`src/rtl/core/wrp_pkg.sv`:
```
// Shared types, constants and arithmetic helpers for the ridged Worley pixel pipeline.
`default_nettype none
package wrp_pkg;

   localparam logic [31:0] FREQ_RESET   = 32'h0100_0000;
   localparam logic [29:0] HASH_X_MUL   = 30'd374761393;
   localparam logic [29:0] HASH_Y_MUL   = 30'd668265263;
   localparam logic [31:0] HASH_MIX_MUL = 32'd1274126177;
   localparam logic [17:0] JIT_X_OFS    = 18'd123;
   localparam logic [17:0] JIT_Y_OFS    = 18'd456;
   localparam logic [16:0] ONE_Q16      = 17'h10000;

   // register indexes (byte address 8*i)
   localparam logic [1:0] REG_SEED     = 2'd0;
   localparam logic [1:0] REG_OFFSET_X = 2'd1;
   localparam logic [1:0] REG_OFFSET_Z = 2'd2;
   localparam logic [1:0] REG_FREQ     = 2'd3;

   localparam int SQRT_STAGES = 8;

   typedef struct packed {
      logic [63:0] seed;
      logic [31:0] off_x;
      logic [31:0] off_z;
      logic [31:0] freq;
   } wrp_cfg_type;

   typedef struct packed {
      logic        valid;
      logic [15:0] cell_x;
      logic [15:0] frac_x;
      logic [15:0] cell_y;
      logic [15:0] frac_y;
   } wrp_world_type;

   typedef struct packed {
      logic             valid;
      logic [8:0][35:0] d2;
   } wrp_dist_type;

   typedef struct packed {
      logic [17:0] rem;
      logic [15:0] root;
   } wrp_sq_type;

   // low 45 bits of a sign-extended coordinate times a hash constant
   function automatic logic [44:0] hash_lane(input logic [17:0] n, input logic [29:0] c);
      logic signed [48:0] p;
      p = $signed(n) * $signed({1'b0, c});
      return p[44:0];
   endfunction

   // xor in the seed and fold by 13; only the low 32 bits feed the final multiply
   function automatic logic [31:0] hash_fold(input logic [44:0] a, input logic [44:0] s);
      logic [44:0] h;
      h = a ^ s;
      return h[31:0] ^ h[44:13];
   endfunction

   // one restoring digit of the integer square root
   function automatic wrp_sq_type sqrt_step(input wrp_sq_type s, input logic [1:0] b);
      logic [19:0] r;
      logic [19:0] t;
      wrp_sq_type  o;
      r = {s.rem, b};
      t = {2'b00, s.root, 2'b01};
      if (r >= t) begin
         o.rem  = 18'(r - t);
         o.root = {s.root[14:0], 1'b1};
      end else begin
         o.rem  = r[17:0];
         o.root = {s.root[14:0], 1'b0};
      end
      return o;
   endfunction

endpackage
`default_nettype wire

```
`src/rtl/core/wrp_csr.sv`:
```
// Configuration register bank behind the APB-style port.
`default_nettype none
module wrp_csr (
   input  wire logic                 clock,
   input  wire logic                 reset,
   input  wire logic                 psel,
   input  wire logic                 penable,
   input  wire logic                 pwrite,
   input  wire logic [4:0]           paddr,
   input  wire logic [63:0]          pwdata,
   output logic [63:0]               prdata,
   output logic                      pready,
   output wrp_pkg::wrp_cfg_type      cfg
);

   wrp_pkg::wrp_cfg_type cfg_ff, cfg_in;
   logic                 wr;

   assign wr     = psel & penable & pwrite;
   assign pready = 1'b1;

   always_comb begin
      cfg_in = cfg_ff;
      if (wr) begin
         unique case (paddr[4:3])
            wrp_pkg::REG_SEED:     cfg_in.seed  = pwdata;
            wrp_pkg::REG_OFFSET_X: cfg_in.off_x = pwdata[31:0];
            wrp_pkg::REG_OFFSET_Z: cfg_in.off_z = pwdata[31:0];
            wrp_pkg::REG_FREQ:     cfg_in.freq  = pwdata[31:0];
            default:               cfg_in = cfg_ff;
         endcase
      end
   end

   always_ff @(posedge clock) begin
      if (reset) begin
         cfg_ff.seed  <= 64'd0;
         cfg_ff.off_x <= 32'd0;
         cfg_ff.off_z <= 32'd0;
         cfg_ff.freq  <= wrp_pkg::FREQ_RESET;
      end else begin
         cfg_ff <= cfg_in;
      end
   end

   always_comb begin
      unique case (paddr[4:3])
         wrp_pkg::REG_SEED:     prdata = cfg_ff.seed;
         wrp_pkg::REG_OFFSET_X: prdata = {32'd0, cfg_ff.off_x};
         wrp_pkg::REG_OFFSET_Z: prdata = {32'd0, cfg_ff.off_z};
         wrp_pkg::REG_FREQ:     prdata = {32'd0, cfg_ff.freq};
         default:               prdata = 64'd0;
      endcase
   end

   assign cfg = cfg_ff;

endmodule
`default_nettype wire

```
`config.mk`:
```
export PLATFORM = sky130hd
export DESIGN_NAME = wrp_csr
export DESIGN_NICKNAME = d
export VERILOG_FILES = /design/src/rtl/core/wrp_pkg.sv /design/src/rtl/core/wrp_csr.sv
export SDC_FILE = /design/constraint.sdc
export NUM_CORES = 1
export LEC_CHECK = 0
export BUFFER_PORTS_ARGS = -buffer_cell sky130_fd_sc_hd__buf_4
export CORE_MARGIN = 10
export CORE_UTILIZATION = 49
export DETAILED_ROUTE_END_ITERATION = 8
export PLACE_DENSITY = 0.81
export SKIP_CTS_REPAIR_TIMING = 1
export SYNTH_ARGS = -nofsm -noshare
export SYNTH_HDL_FRONTEND = slang
export SYNTH_SLANG_ARGS = --single-unit
```
`constraint.sdc`:
```
create_clock -name clock -period 1.5 [get_ports clock]
set_input_delay 0.15 -clock clock [delete_from_list [all_inputs] [get_ports clock]]
set_output_delay 0.15 -clock clock [all_outputs]
set_load 0.005 [all_outputs]
```
; After elaboration in Yosys (flattened, before gate mapping)
; Cells that the tools add are included.
[totals]
regBits = 160
inputBits = 74
out_inout_bits = 225
elab_cells = 15
[classes]
n_eq_ne = 3
n_mux = 1
bitwise_logic = 2
n_reduce_logical = 5
[op_table]
columns = operator, count
row1 = 64-bit one-hot mux with 4 select lines, 1
row2 = 2-bit AND reduction, 4
row3 = 2-bit equality test (second input constant), 2
row4 = 1-bit bitwise AND, 2
row5 = 2-bit by 1-bit equality test with 1-bit output (second input constant), 1
row6 = 2-bit zero test, 1

; Logic depth before layout (Yosys ltp)
[depth]
word_depth = 3
depth_mapped = 6
ltp_nobuf = 3

; Worst setup path after synthesis
; OpenSTA, ideal clock, no wires.
[synth_path]
kind = input-to-output
from = input paddr[3]
to = output prdata[0]
arrival_time_ps = 1081
slack_ps = 269
stages = 3
cell_sequence = buf_2 > buf_4 > mux4_2
[synth_via]
elab_chain_len = 2
[synth_lines]
columns = item, line_no
row1 = from (decl), wrp_csr.sv:9  ; input wire logic [4:0] paddr,
row2 = 2-bit equality test (tied with other cells), wrp_csr.sv:47  ; unique case (paddr[4:3])
row3 = 64-bit one-hot mux with 4 select lines (*), wrp_csr.sv:47
row4 = to (decl), wrp_csr.sv:11  ; output logic [63:0] prdata,
; Every way passes the cells marked *; elsewhere a longest branch is shown, timed or not.

; Final worst setup path
[layout_path]
from = register cfg_ff, in the netlist cfg[18]
to = output prdata[18]
[layout_via]
elab_chain_len = 1
[layout_lines]
columns = item, line_no
row1 = from (decl), wrp_csr.sv:16  ; wrp_pkg::wrp_cfg_type cfg_ff, cfg_in;
row2 = from (signal assigned), wrp_csr.sv:42  ; cfg_ff <= cfg_in;
row3 = 64-bit one-hot mux with 4 select lines, wrp_csr.sv:47
; No other way between the ends.

==> metrics.md <==
| Metric | Value |
|---|---|
| Status | finished, violations left |
| Violated checks | negative setup slack |
| Per-cell routed wire length | 19.8 um |
| Clk_skew | 0 ns |
| Grt total ovfl | 0 |
| Die Width | 144 um |
| Initial antenna violation count | 0 |
| Synth Area in XOR/XNOR | 0% |
| Post-Synth Adder-Cell Area | 0% |
| Multi-input gate area | 3910 sq um |
| WP data required | 1.35 ns |
| Crit-path leading delay family | multiplexers |
| Compound-cell area share of the yosys netlist | 2.14% |
| Reg-to-reg endpoint | cfg[52] |
| Synth warnings | 0 |
| Io pins | 299 |
| Skew-Pair Late Insertion Delay | 0.41 ns |
| H-tree levels | 4 |
| Root buffer cell | clkbuf_16 |
| Area delta synth->final | 44.8% |
| Site Rows | 45 |
| Router iterations before antenna repair | 4 |
| Drc violations | 0 |
| # port buffers | 294 |
| Vias in the first global route | 6100 |
| Peak supply drop | 0.000699 V |
| DP Wirelength | 16.8 mm |
| Fillers | 1115 |
| Final setup violation count | 11 |
| Final #Nets | 1048 |
| Critical path, cell by cell | mux4_2, buf_6 |
| WS Path Type | flip-flop to output pin |
| Max reg flops | 160 |
| #FFs+latches synth | 160 |
| Mapped Cells | 679 |
| CTS max path bufs | 2 |
| Mapped Area | 7480 sq um |
| Via count | 6090 |
| GRT Total Usage | 21.0% |
| Final WL | 23.3 mm |
| Vias per Instance | 5.18 |
| Largest net degree at the start of global routing | 75 |
| Worst-path maximum fanout | 3 |
| Critical hold path startpoint | pwdata[48] |
| Antenna Violating Nets Remaining | 0 |
| Worst Hold End | cfg[144] |
| Final Max Slew Viols | 0 |
| Hold slack final | 0.000467 ns |
| Worst hold path depth | 3 |
| Pleak | 5.15 nW |
| Gr busiest metal | met2 |
| CTS Sinks | 160 |
| Met1 global-route usage | 23.3% |
| RSZ-0062 raised after global routing | true |
| Multiplexer area fraction after synthesis | 26.8% |
| R2R Path Start | cfg[52] |
| R2R Setup Slk | 0.80 ns |
| Met2 usage in global routing | 35.4% |
| DR iter-0 viols | 307 |
| CP peak stage delay | 0.48 ns |
| HP Class | input port to flip-flop |
| Seq/Total Area, Yosys | 42.8% |
| Antenna diodes | 0 |
| Initial Util | 49.6% |
| Crit path launch type | flip-flop |
| FF-to-FF path depth | 2 |
| GR Layer Usage met3 | 9.34% |
| CTS Buf Count | 17 |
| MaxCap Viol Count | 0 |
| Critical path endpoint category | output pin |
| Register area | 3320 sq um |
| Post-synthesis cell type count | 18 |
| Buffers & Inverters on Critical Path | 1 |
| Routability congestion estimate | 0.778 |
| Post-Route Setup TNS | -0.0584 ns |
| Fraction of layout cells with a size suffix above 1 | 49.4% |
| Post-Synth Simple-Gate Area | 23.1% |
| Pwr/cell area | 864 nW/um^2 |
| Peak Freq | 0.661 GHz |
| First-pass GRT wire length | 34.1 mm |
| Min Tclk post-route | 1.51 ns |
| CTS tree | yes |
| Slowest CP cell | mux4_2 |
| Hold violation total from the final report | 0 |
| WP data arrival | 1.36 ns |
| Period utilisation layout | 101% |
| Core area | 15100 sq um |
| Worst setup margin | -0.0124 ns |
| Syn nets | 753 |
| Largest family of logic cells by synthesized area | multiplexers |
| DIE HEIGHT | 144 um |
| Die ar. | 20600 sq um |
| Syn Area/Cell | 11.0 sq um |
| Register clock-pin slew on the reported worst setup and hold paths | 0.06 ns |
## worst min-delay path, stage by stage
cell      delay, ns
buf_4          0.08
nand4b_1       0.08
o21ai_0        0.07
## placed cells by master (no fill, tap or decap), drive strengths merged, types with 2 or more instances in the layout
master	n
bufinv	2
nand3b	2
mux4	32
dfxtp	160
clkbuf	22
and2	33
nand2b	191
mux2i	128
buf	334
clkinvlp	2
o21ai	32
nand4b	32
dlygate4sd3	5
nor2	3
clkinv	6
## how the worst max path moves through the flow
stage                         from          to  slack (ns)  depth (start not counted)
after floorplan           paddr[3]   prdata[0]        0.27                          3
after global placement    paddr[3]  prdata[14]        0.11                          4
after detailed placement  paddr[3]     cfg[55]        0.10                          5
after global routing       cfg[83]  prdata[19]       -0.05                          2
after CTS                   cfg[0]   prdata[0]       -0.06                          2
final                      cfg[18]  prdata[18]       -0.01                          2
## layer usage
metal / part of all wire (%) / up-vias
met2: 49 / 235
li1: - / 2922
met3: 11 / 19
met1: 39 / 2914
met4: 1.5 / 0
met5: 0 / -
## logic make-up after synthesis
family	Yosys count
mux	160
flops	160
compound gates	32
buf+inv	63
simple gates	263
other cells	1
## cell type report
class	instances	area share [%]
timing repair buffer	339	26.0
clock buffer	22	4.19
sequential	160	30.6
clock inverter	10	1.04
tap	188	2.17
multi-input combinational	456	36.0
## cell usage after synthesis (all sizes together)
master / number / area share, %
mux4: 32 / 9.6
o21ai: 32 / 2.1
nand4b: 32 / 3.7
nand2b: 191 / 16
conb: 1 / 0.050
nand3b: 2 / 0.20
and2: 33 / 2.8
nor2: 3 / 0.15
clkbuf: 31 / 1.6
buf: 32 / 3.5
mux2i: 128 / 17
nand3: 1 / 0.13
dfxtp: 160 / 43
and3: 1 / 0.15
## through the flow
stage | utilization [%] | cells | total power [mW] | area (sq um) | setup WS [ns]
2_1_floorplan | - | 679 | 4.86 | 7480 | 0.269
3_3_place_gp | 65.2 | 1117 | 5.24 | 9840 | 0.114
3_5_place_dp | 65.2 | 1117 | 5.24 | 9840 | 0.102
4_1_cts | 69.0 | 1149 | 9.38 | 10400 | -0.0621
5_1_grt | 71.8 | 1175 | 9.67 | 10800 | -0.0507
6_report | 71.8 | 1175 | 9.36 | 10800 | -0.0124
## report_power, final
group	switching, mW	leakage, nW	internal [mW]
registers	0.0477	1.34	4.31
clock network	1.69	0.274	2.49
logic	0.353	3.54	0.476
Power figures use the tool's default switching activity.
