--- src/rtl/core/wrp_pkg.sv ---
// Shared types, constants and arithmetic helpers for the ridged Worley pixel pipeline.
`default_nettype none
package wrp_pkg;

   localparam logic [31:0] FREQ_RESET   = 32'h0100_0000;
   localparam logic [29:0] HASH_X_MUL   = 30'd374761393;
   localparam logic [29:0] HASH_Y_MUL   = 30'd668265263;
   localparam logic [31:0] HASH_MIX_MUL = 32'd1274126177;
   localparam logic [17:0] JIT_X_OFS    = 18'd123;
   localparam logic [17:0] JIT_Y_OFS    = 18'd456;
   localparam logic [16:0] ONE_Q16      = 17'h10000;

   // register indexes (byte address 8*i)
   localparam logic [1:0] REG_SEED     = 2'd0;
   localparam logic [1:0] REG_OFFSET_X = 2'd1;
   localparam logic [1:0] REG_OFFSET_Z = 2'd2;
   localparam logic [1:0] REG_FREQ     = 2'd3;

   localparam int SQRT_STAGES = 8;

   typedef struct packed {
      logic [63:0] seed;
      logic [31:0] off_x;
      logic [31:0] off_z;
      logic [31:0] freq;
   } wrp_cfg_type;

   typedef struct packed {
      logic        valid;
      logic [15:0] cell_x;
      logic [15:0] frac_x;
      logic [15:0] cell_y;
      logic [15:0] frac_y;
   } wrp_world_type;

   typedef struct packed {
      logic             valid;
      logic [8:0][35:0] d2;
   } wrp_dist_type;

   typedef struct packed {
      logic [17:0] rem;
      logic [15:0] root;
   } wrp_sq_type;

   // low 45 bits of a sign-extended coordinate times a hash constant
   function automatic logic [44:0] hash_lane(input logic [17:0] n, input logic [29:0] c);
      logic signed [48:0] p;
      p = $signed(n) * $signed({1'b0, c});
      return p[44:0];
   endfunction

   // xor in the seed and fold by 13; only the low 32 bits feed the final multiply
   function automatic logic [31:0] hash_fold(input logic [44:0] a, input logic [44:0] s);
      logic [44:0] h;
      h = a ^ s;
      return h[31:0] ^ h[44:13];
   endfunction

   // one restoring digit of the integer square root
   function automatic wrp_sq_type sqrt_step(input wrp_sq_type s, input logic [1:0] b);
      logic [19:0] r;
      logic [19:0] t;
      wrp_sq_type  o;
      r = {s.rem, b};
      t = {2'b00, s.root, 2'b01};
      if (r >= t) begin
         o.rem  = 18'(r - t);
         o.root = {s.root[14:0], 1'b1};
      end else begin
         o.rem  = r[17:0];
         o.root = {s.root[14:0], 1'b0};
      end
      return o;
   endfunction

endpackage
`default_nettype wire

--- src/rtl/core/wrp_root.sv ---
// Minimum of nine distances, pipelined integer square root and ridge output.
`default_nettype none
module wrp_root (
   input  wire logic                 clock,
   input  wire logic                 reset,
   input  wire logic                 en,
   input  wire wrp_pkg::wrp_dist_type dist_sq,
   output logic                      out_valid,
   output logic [16:0]               ridge_value
);

   localparam int N = wrp_pkg::SQRT_STAGES;

   function automatic logic [35:0] min3(input logic [35:0] a, input logic [35:0] b,
                                        input logic [35:0] c);
      logic [35:0] m;
      m = (a < b) ? a : b;
      return (c < m) ? c : m;
   endfunction

   // stage 10: three partial minima
   logic             v10_ff;
   logic [2:0][35:0] pm_ff, pm_in;
   logic [35:0]      best;

   for (genvar r = 0; r < 3; r++) begin : g_pm
      assign pm_in[r] = min3(dist_sq.d2[3*r], dist_sq.d2[3*r+1], dist_sq.d2[3*r+2]);
   end

   assign best = min3(pm_ff[0], pm_ff[1], pm_ff[2]);

   // root stages: index 0 holds the minimum, each later index two root digits
   logic                       s_vld_ff [0:N];
   logic                       s_big_ff [0:N];
   logic [31:0]                s_v_ff   [0:N];
   wrp_pkg::wrp_sq_type        s_sq_ff  [0:N];
   wrp_pkg::wrp_sq_type        s_sq_in  [1:N];

   logic        out_valid_ff;
   logic [16:0] ridge_ff, ridge_in;

   always_ff @(posedge clock) begin
      if (reset) begin
         v10_ff      <= 1'b0;
         s_vld_ff[0] <= 1'b0;
      end else if (en) begin
         v10_ff      <= dist_sq.valid;
         s_vld_ff[0] <= v10_ff;
      end
   end

   always_ff @(posedge clock) begin
      if (en) begin
         pm_ff       <= pm_in;
         // any distance at or above 1.0 clamps the ridge to zero
         s_big_ff[0] <= (best[35:32] != 4'd0);
         s_v_ff[0]   <= best[31:0];
         s_sq_ff[0]  <= '0;
      end
   end

   for (genvar k = 1; k <= N; k++) begin : g_sqrt
      assign s_sq_in[k] = wrp_pkg::sqrt_step(wrp_pkg::sqrt_step(s_sq_ff[k-1],
                                                                s_v_ff[k-1][31:30]),
                                             s_v_ff[k-1][29:28]);
      always_ff @(posedge clock) begin
         if (reset) begin
            s_vld_ff[k] <= 1'b0;
         end else if (en) begin
            s_vld_ff[k] <= s_vld_ff[k-1];
         end
      end
      always_ff @(posedge clock) begin
         if (en) begin
            s_big_ff[k] <= s_big_ff[k-1];
            s_v_ff[k]   <= {s_v_ff[k-1][27:0], 4'd0};
            s_sq_ff[k]  <= s_sq_in[k];
         end
      end
   end

   assign ridge_in = s_big_ff[N] ? 17'd0 : (wrp_pkg::ONE_Q16 - {1'b0, s_sq_ff[N].root});

   always_ff @(posedge clock) begin
      if (reset) begin
         out_valid_ff <= 1'b0;
      end else if (en) begin
         out_valid_ff <= s_vld_ff[N];
      end
   end

   always_ff @(posedge clock) begin
      if (en) begin
         ridge_ff <= ridge_in;
      end
   end

   assign out_valid   = out_valid_ff;
   assign ridge_value = ridge_ff;

endmodule
`default_nettype wire

--- config.mk ---
export PLATFORM = sky130hd
export DESIGN_NAME = wrp_root
export DESIGN_NICKNAME = d
export VERILOG_FILES = /design/src/rtl/core/wrp_pkg.sv /design/src/rtl/core/wrp_root.sv
export SDC_FILE = /design/constraint.sdc
export NUM_CORES = 1
export LEC_CHECK = 0
export BUFFER_PORTS_ARGS = -buffer_cell sky130_fd_sc_hd__buf_2
export CORE_MARGIN = 5
export CORE_UTILIZATION = 55
export CTS_BUF_LIST = sky130_fd_sc_hd__clkbuf_8 sky130_fd_sc_hd__clkbuf_16
export CTS_CLUSTER_DIAMETER = 120
export DETAILED_ROUTE_END_ITERATION = 10
export PLACE_DENSITY = 0.78
export SLEW_MARGIN = 15
export SYNTH_ARGS = -nofsm -noshare
export SYNTH_HDL_FRONTEND = slang
export SYNTH_SLANG_ARGS = --single-unit
--- constraint.sdc ---
create_clock -name clock -period 5.1 [get_ports clock]
set_clock_uncertainty 0.1 [all_clocks]
set_input_delay 0.255 -clock clock [delete_from_list [all_inputs] [get_ports clock]]
set_output_delay 0.255 -clock clock [all_outputs]
set_load 0.03 [all_outputs]
==> Word-level counts from Yosys, hierarchy flattened <==
Memories as Yosys holds them, arrays and structs flattened. A register that Yosys moved wholly into a read port is not among the register bits.
Cells that the tools add are included.
{ "totals": {"regBits": 126, "ramBits": 612, "inputBits": 328, "out_inout_bits": 18, "wordCells": 99, "n_memories": 4} }
{ "mem_list": {"columns": ["memory", "words", "width", "rd", "rd_ports_with_merged_regs", "write_ports", "line_no", "text"], "rows": [
  ["s_sq_ff", 9, 34, 9, 0, 9, "wrp_root.sv:36", "wrp_pkg::wrp_sq_type s_sq_ff [0:N];"],
  ["s_v_ff", 9, 32, 8, 0, 9, "wrp_root.sv:35", "logic [31:0] s_v_ff [0:N];"],
  ["s_big_ff", 9, 1, 9, 0, 9, "wrp_root.sv:34", "logic s_big_ff [0:N];"],
  ["s_vld_ff", 9, 1, 9, 1, 9, "wrp_root.sv:33", "logic s_vld_ff [0:N];"]
]} }
{ "op_classes": {"add_sub_neg": 17, "n_lt_le_gt_ge": 24, "n_mux": 39, "n_bitwise": 9, "reduce_logical": 1} }
{ "op_table": {"columns": ["operator", "count"], "rows": [
  ["$mux 34", 16],
  ["$ge 20x18->1", 16],
  ["$lt 36x36->1", 8],
  ["$mux 36", 8],
  ["$sub 18x18->18", 16],
  ["$sub 17x16->17 const A", 1],
  ["$mux 1", 15],
  ["$or 1x1->1", 9],
  ["$reduce_bool 4->1", 1]
]} }

==> Depth between registers and ports, before layout <==
{ "logic_depth": {"word_depth": 5, "mapped_depth": 27, "depth_no_buf": 23} }

==> Least setup slack after synthesis <==
No wires, ideal clock.
{ "synth_timing": {"path_type": "reg-to-reg", "from": "register pm_ff[21] (netlist name)", "to": "memory s_v_ff[0][10] (data pin)", "setup_time_ns": 0.279, "arrival_ns": 5.275, "t_required_ns": 4.721, "slack_ns": -0.553, "stages_incl_launch_ff": 23, "n_path_buf": 3, "synth_period_minus_slack_ns": 5.653, "path_cell_list": "edfxtp_1 > ha_1 > a21o_1 > a21o_1 > a21oi_1 > o21ai_0 > a21oi_1 > o31ai_1 > clkbuf_1 > clkbuf_1 > mux2i_1 > ha_1 > a21o_1 > a21o_1 > a21oi_1 > nor2_1 > a2111oi_0 > o21ai_0 > nor3_1 > nand2_1 > o211ai_1 > clkbuf_1 > mux2i_1"} }
{ "synth_rtl": {"columns": ["element", "line_no", "text"], "rows": [
  ["from (decl)", "wrp_root.sv:23", "logic [2:0][35:0] pm_ff, pm_in;"],
  ["from (signal assigned)", "wrp_root.sv:54", "pm_ff <= pm_in;"],
  ["to (decl)", "wrp_root.sv:35", null]
]} }

==> run_results.csv <==
group,metric,value,unit
status,status,"complete, no violations",
critical_path,crit_required,5430,ps
placement,port-buffer-count,345,
yosys,syn-mean-instance-area,10.0,um2
critical_path,critical-path-max-stage-delay,450,ps
routing,routed_via_density,5.94,
routing,finalWirelength,98.3,mm
power_and_ir_drop,leakage,20.1,nW
grt,grt_pass1_wl,153,mm
clock_network,clk_pin_slew,60,ps
critical_path,crit_buf_inv,6,
routing,wl_per_cell,19.1,um
yosys,synth_xor_area_share,4.26,%
critical_path,path_common_cell,"buf_4",
routing,vias,30614,
critical_path,cp_top_family,"compound AO/OA/AOI/OAI gates",
clock_network,clockRootBuffer,"clkbuf_16",
critical_path,end_kind,"flop",
yosys,synth-main-ff-cell,"edfxtp_1",
grt,grtUsageTotal,26.2,%
finish,area_delta_synth_final,21.0,%
power_and_ir_drop,ir_worst_vdd,0.242,mV
routing,drt_iter0_markers,2387,
critical_path,crit_path_top_delay_cell,"edfxtp_1",
hold_path,min_path_type,"input pin to flop",
floorplan,die_w,267,um
timing,hold_viol,0,
clock_network,clkSinkCount,478,
yosys,synth_adder_area_share,14.9,%
yosys,syn-cell-area,36200,um2
finish,drive_above_1_share,20.3,%
floorplan,rows,94,
critical_path,crit_path_cell_trace,"ha_1 -> nand4_1 -> o21ai_1 -> buf_4 -> a211oi_2 -> buf_4 -> o31ai_4 -> buf_6 -> buf_12 -> mux2i_4 -> ha_4 -> a21o_1 -> a21o_1 -> a21oi_2 -> o21ai_1 -> a31oi_2 -> o22ai_4 -> nor3_4 -> nand2_1 -> o211ai_1 -> buf_4 -> buf_8 -> mux2i_1",
timing,finalCritPeriodShare,97.4,%
critical_path,start_kind,"flop",
timing,maxSlewViolCount,0,
yosys,synth-async-reset-ratio,0,%
grt,antenna_found_initial,8,
yosys,synthCells,3610,
placement,dp_hpwl,74.9,mm
yosys,yosys.area_share.simple,12.6,%
grt,grt_pass1_vias,29687,
timing,slew_headroom,32.7,%
clock_network,cts_tree,"yes",
flow_run,cap_violations,0,
timing,fmax,201,MHz
yosys,synth_mux_area_share,6.67,%
yosys,ys_warn_count,0,
routing,drt_drc_violations_left,0,
critical_path,critPathKind,"flop to flop",
critical_path,cp.arrival,5300,ps
finish,final_area,43800,um2
yosys,synth_cell_types,95,
grt,grt_max_degree,120,
floorplan,io_pins,346,
clock_network,cts.htree.levels,2,
placement,finalWeightedCongestion,0.944,
timing,worst_pin_slew,1010,ps
critical_path,path_max_fanout,13,
routing,antenna_left,0,
floorplan,fp.coreArea,65500,um2
placement,placed_cell_area,40700,um2
timing,setup_violations,0,
clock_network,clock_latency,600,ps
yosys,synth_top_family_by_area,"compound AO/OA/AOI/OAI gates",
floorplan,die_area,71000,um2
power_and_ir_drop,powerDensity,384,nW/um2
floorplan,initial_core_util,55.3,%
timing,fin_crit,4970,ps
finish,final_nets,4993,
yosys,yosys_register_bits,478,
yosys,ys_seq_area_share,39.6,%
yosys,synth_edf_count,476,
clock_network,clk_path_buf_depth,3,
routing,firstDrtPassIters,7,
yosys,synth-compound-area-share,16.7,%
timing,fin_setup_tns,0,ps
grt,grt_overflow_total,0,
clock_network,cts_made_buffers,51,
floorplan,dieHeight,267,um
[what timing repair did]
item	in CTS	in global routing
hold buffers	71	0
gates resized for setup	7	86
setup buffers	3	25
endpoints found under the setup margin	32	111
hold endpoints to repair	69	0
cloned	1	2
pin swaps	2	26
[layer usage]
layer,part of all wire [%],wire length [um],vias to the layer above,global-route usage [%]
met5,0.025,25,-,0
li1,-,-,14792,-
met4,5.9,5820,4,12.9
met2,50,49200,1124,46.5
met3,5.5,5420,310,3.38
met1,38,37800,14384,31.5
[layout make-up]
cell class	count	area (um2)
well taps	864	1080
flip-flops and latches	478	14300
diodes	8	20.0
clock inverters	45	439
multi-input cells	2631	20400
fillers	4915	21700
clock buffers	51	1280
repair buffers	695	4800
inverters	378	1420
[worst reg2reg max path, delay by kind of cell, from the launching register on]
family / cells / cell delay, ps
buffers and inverters: 6 / 990
flip-flops: 1 / 450
AO/OA/AOI/OAI: 10 / 1690
adder cells (fa/ha/maj): 2 / 580
multiplexers: 2 / 520
AND/OR/NAND/NOR: 3 / 470
[path summary, 6_finish.rpt]
kind | slack, ps | cells past startpoint | end | start
worst max-delay path | 130 | 23 | s_v_ff[0][10]$_DFFE_PP_ | pm_ff[26]$_DFFE_PP_
worst min-delay path | 30 | 3 | pm_ff[29]$_DFFE_PP_ | dist_sq[29]
worst max register to register | 130 | 23 | s_v_ff[0][10]$_DFFE_PP_ | pm_ff[26]$_DFFE_PP_
worst min register to register | 320 | 0 | s_v_ff[0][118]$_DFFE_PP_ | s_v_ff[0][82]$_DFFE_PP_
[cell families (layout without fill, tap and decap cells)]
kind of cell	Yosys count	count (layout)
compound gates	880	880
simple gates	905	905
other cells	1	10
flops	478	478
mux	238	238
fa+ha+maj	430	430
xor+xnor	176	176
buf+inv	502	1169
[synthesized netlist by cell type, types with 11 or more instances]
master     count  area share [%]
o211ai_1      22            0.46
o31ai_1       18            0.37
xor2_1        69             1.7
nand3_1       50            0.69
nor2_1       229             2.4
xnor2_1      107             2.6
or2_2         15            0.26
o221ai_1      38            0.92
a2111oi_0     12            0.29
mux2i_1      219             6.1
and2_1        22            0.38
o41ai_1       45             1.1
nor4_1        27            0.47
clkbuf_1      89            0.92
buf_1         16            0.17
a31oi_1       16            0.28
inv_1        374             3.9
a21oi_1      265             3.7
o21ai_0      112             1.5
buf_2         17            0.24
nand2_1      192             2.0
or4_1         15            0.31
and3_1        14            0.24
a211o_1       12            0.29
or3_1         11            0.19
a21o_1       154             3.2
o221a_2       34             1.1
nand4_1       77             1.3
edfxtp_1     476              39
o21a_1        27            0.56
nor3_1       135             1.9
nor2b_1       26            0.45
ha_1         430              15
nand2b_1      38            0.66
a211oi_1      35            0.73
[flip-flops by register name (all words and copies together) (netlist names)]
name         flops
ridge_value     17
s_v_ff         144
pm_ff          108
out_valid        1
v10_ff           1
s_sq_ff        189
s_big_ff         9
s_vld_ff         9
[per-stage QoR]
step / setup slack, ps / hold WS (ps) / cells / util [%] / total power [W]
2_1_floorplan: 0.641 / 227 / 3611 / - / 0.0104
3_3_place_gp: -325 / 301 / 4946 / 62.1 / 0.0123
3_5_place_dp: -426 / 305 / 4946 / 62.1 / 0.0125
4_1_cts: 7.59 / 0.670 / 5117 / 65.9 / 0.0164
5_1_grt: -89.8 / 24.1 / 5147 / 66.8 / 0.0178
6_report: 130 / 27.8 / 5150 / 66.8 / 0.0168
[layout by cell type (no fill, tap or decap), drive strengths merged, types with 53 or more instances in the layout]
cell         netlist  layout
xnor2            107     107
ha               430     430
edfxtp           476     476
clkbuf            89      53
xor2              69      69
nand4             78      78
nand2            192     192
a21o             154     154
a21oi            265     265
o21ai            119     119
buf               35     622
dlygate4sd3        0      71
nor2             229     229
nor3             138     138
mux2i            219     219
inv              377     390
[where the power goes]
group / switching, W / internal (W) / leakage [nW] / total (W)
registers: 0.000581 / 0.00537 / 4.60 / 0.00595
logic: 0.00379 / 0.00325 / 14.7 / 0.00704
clock network: 0.00158 / 0.00224 / 0.858 / 0.00381
total: 0.00594 / 0.0109 / 20.1 / 0.0168
Note: power is estimated with default switching activity, not from simulation.
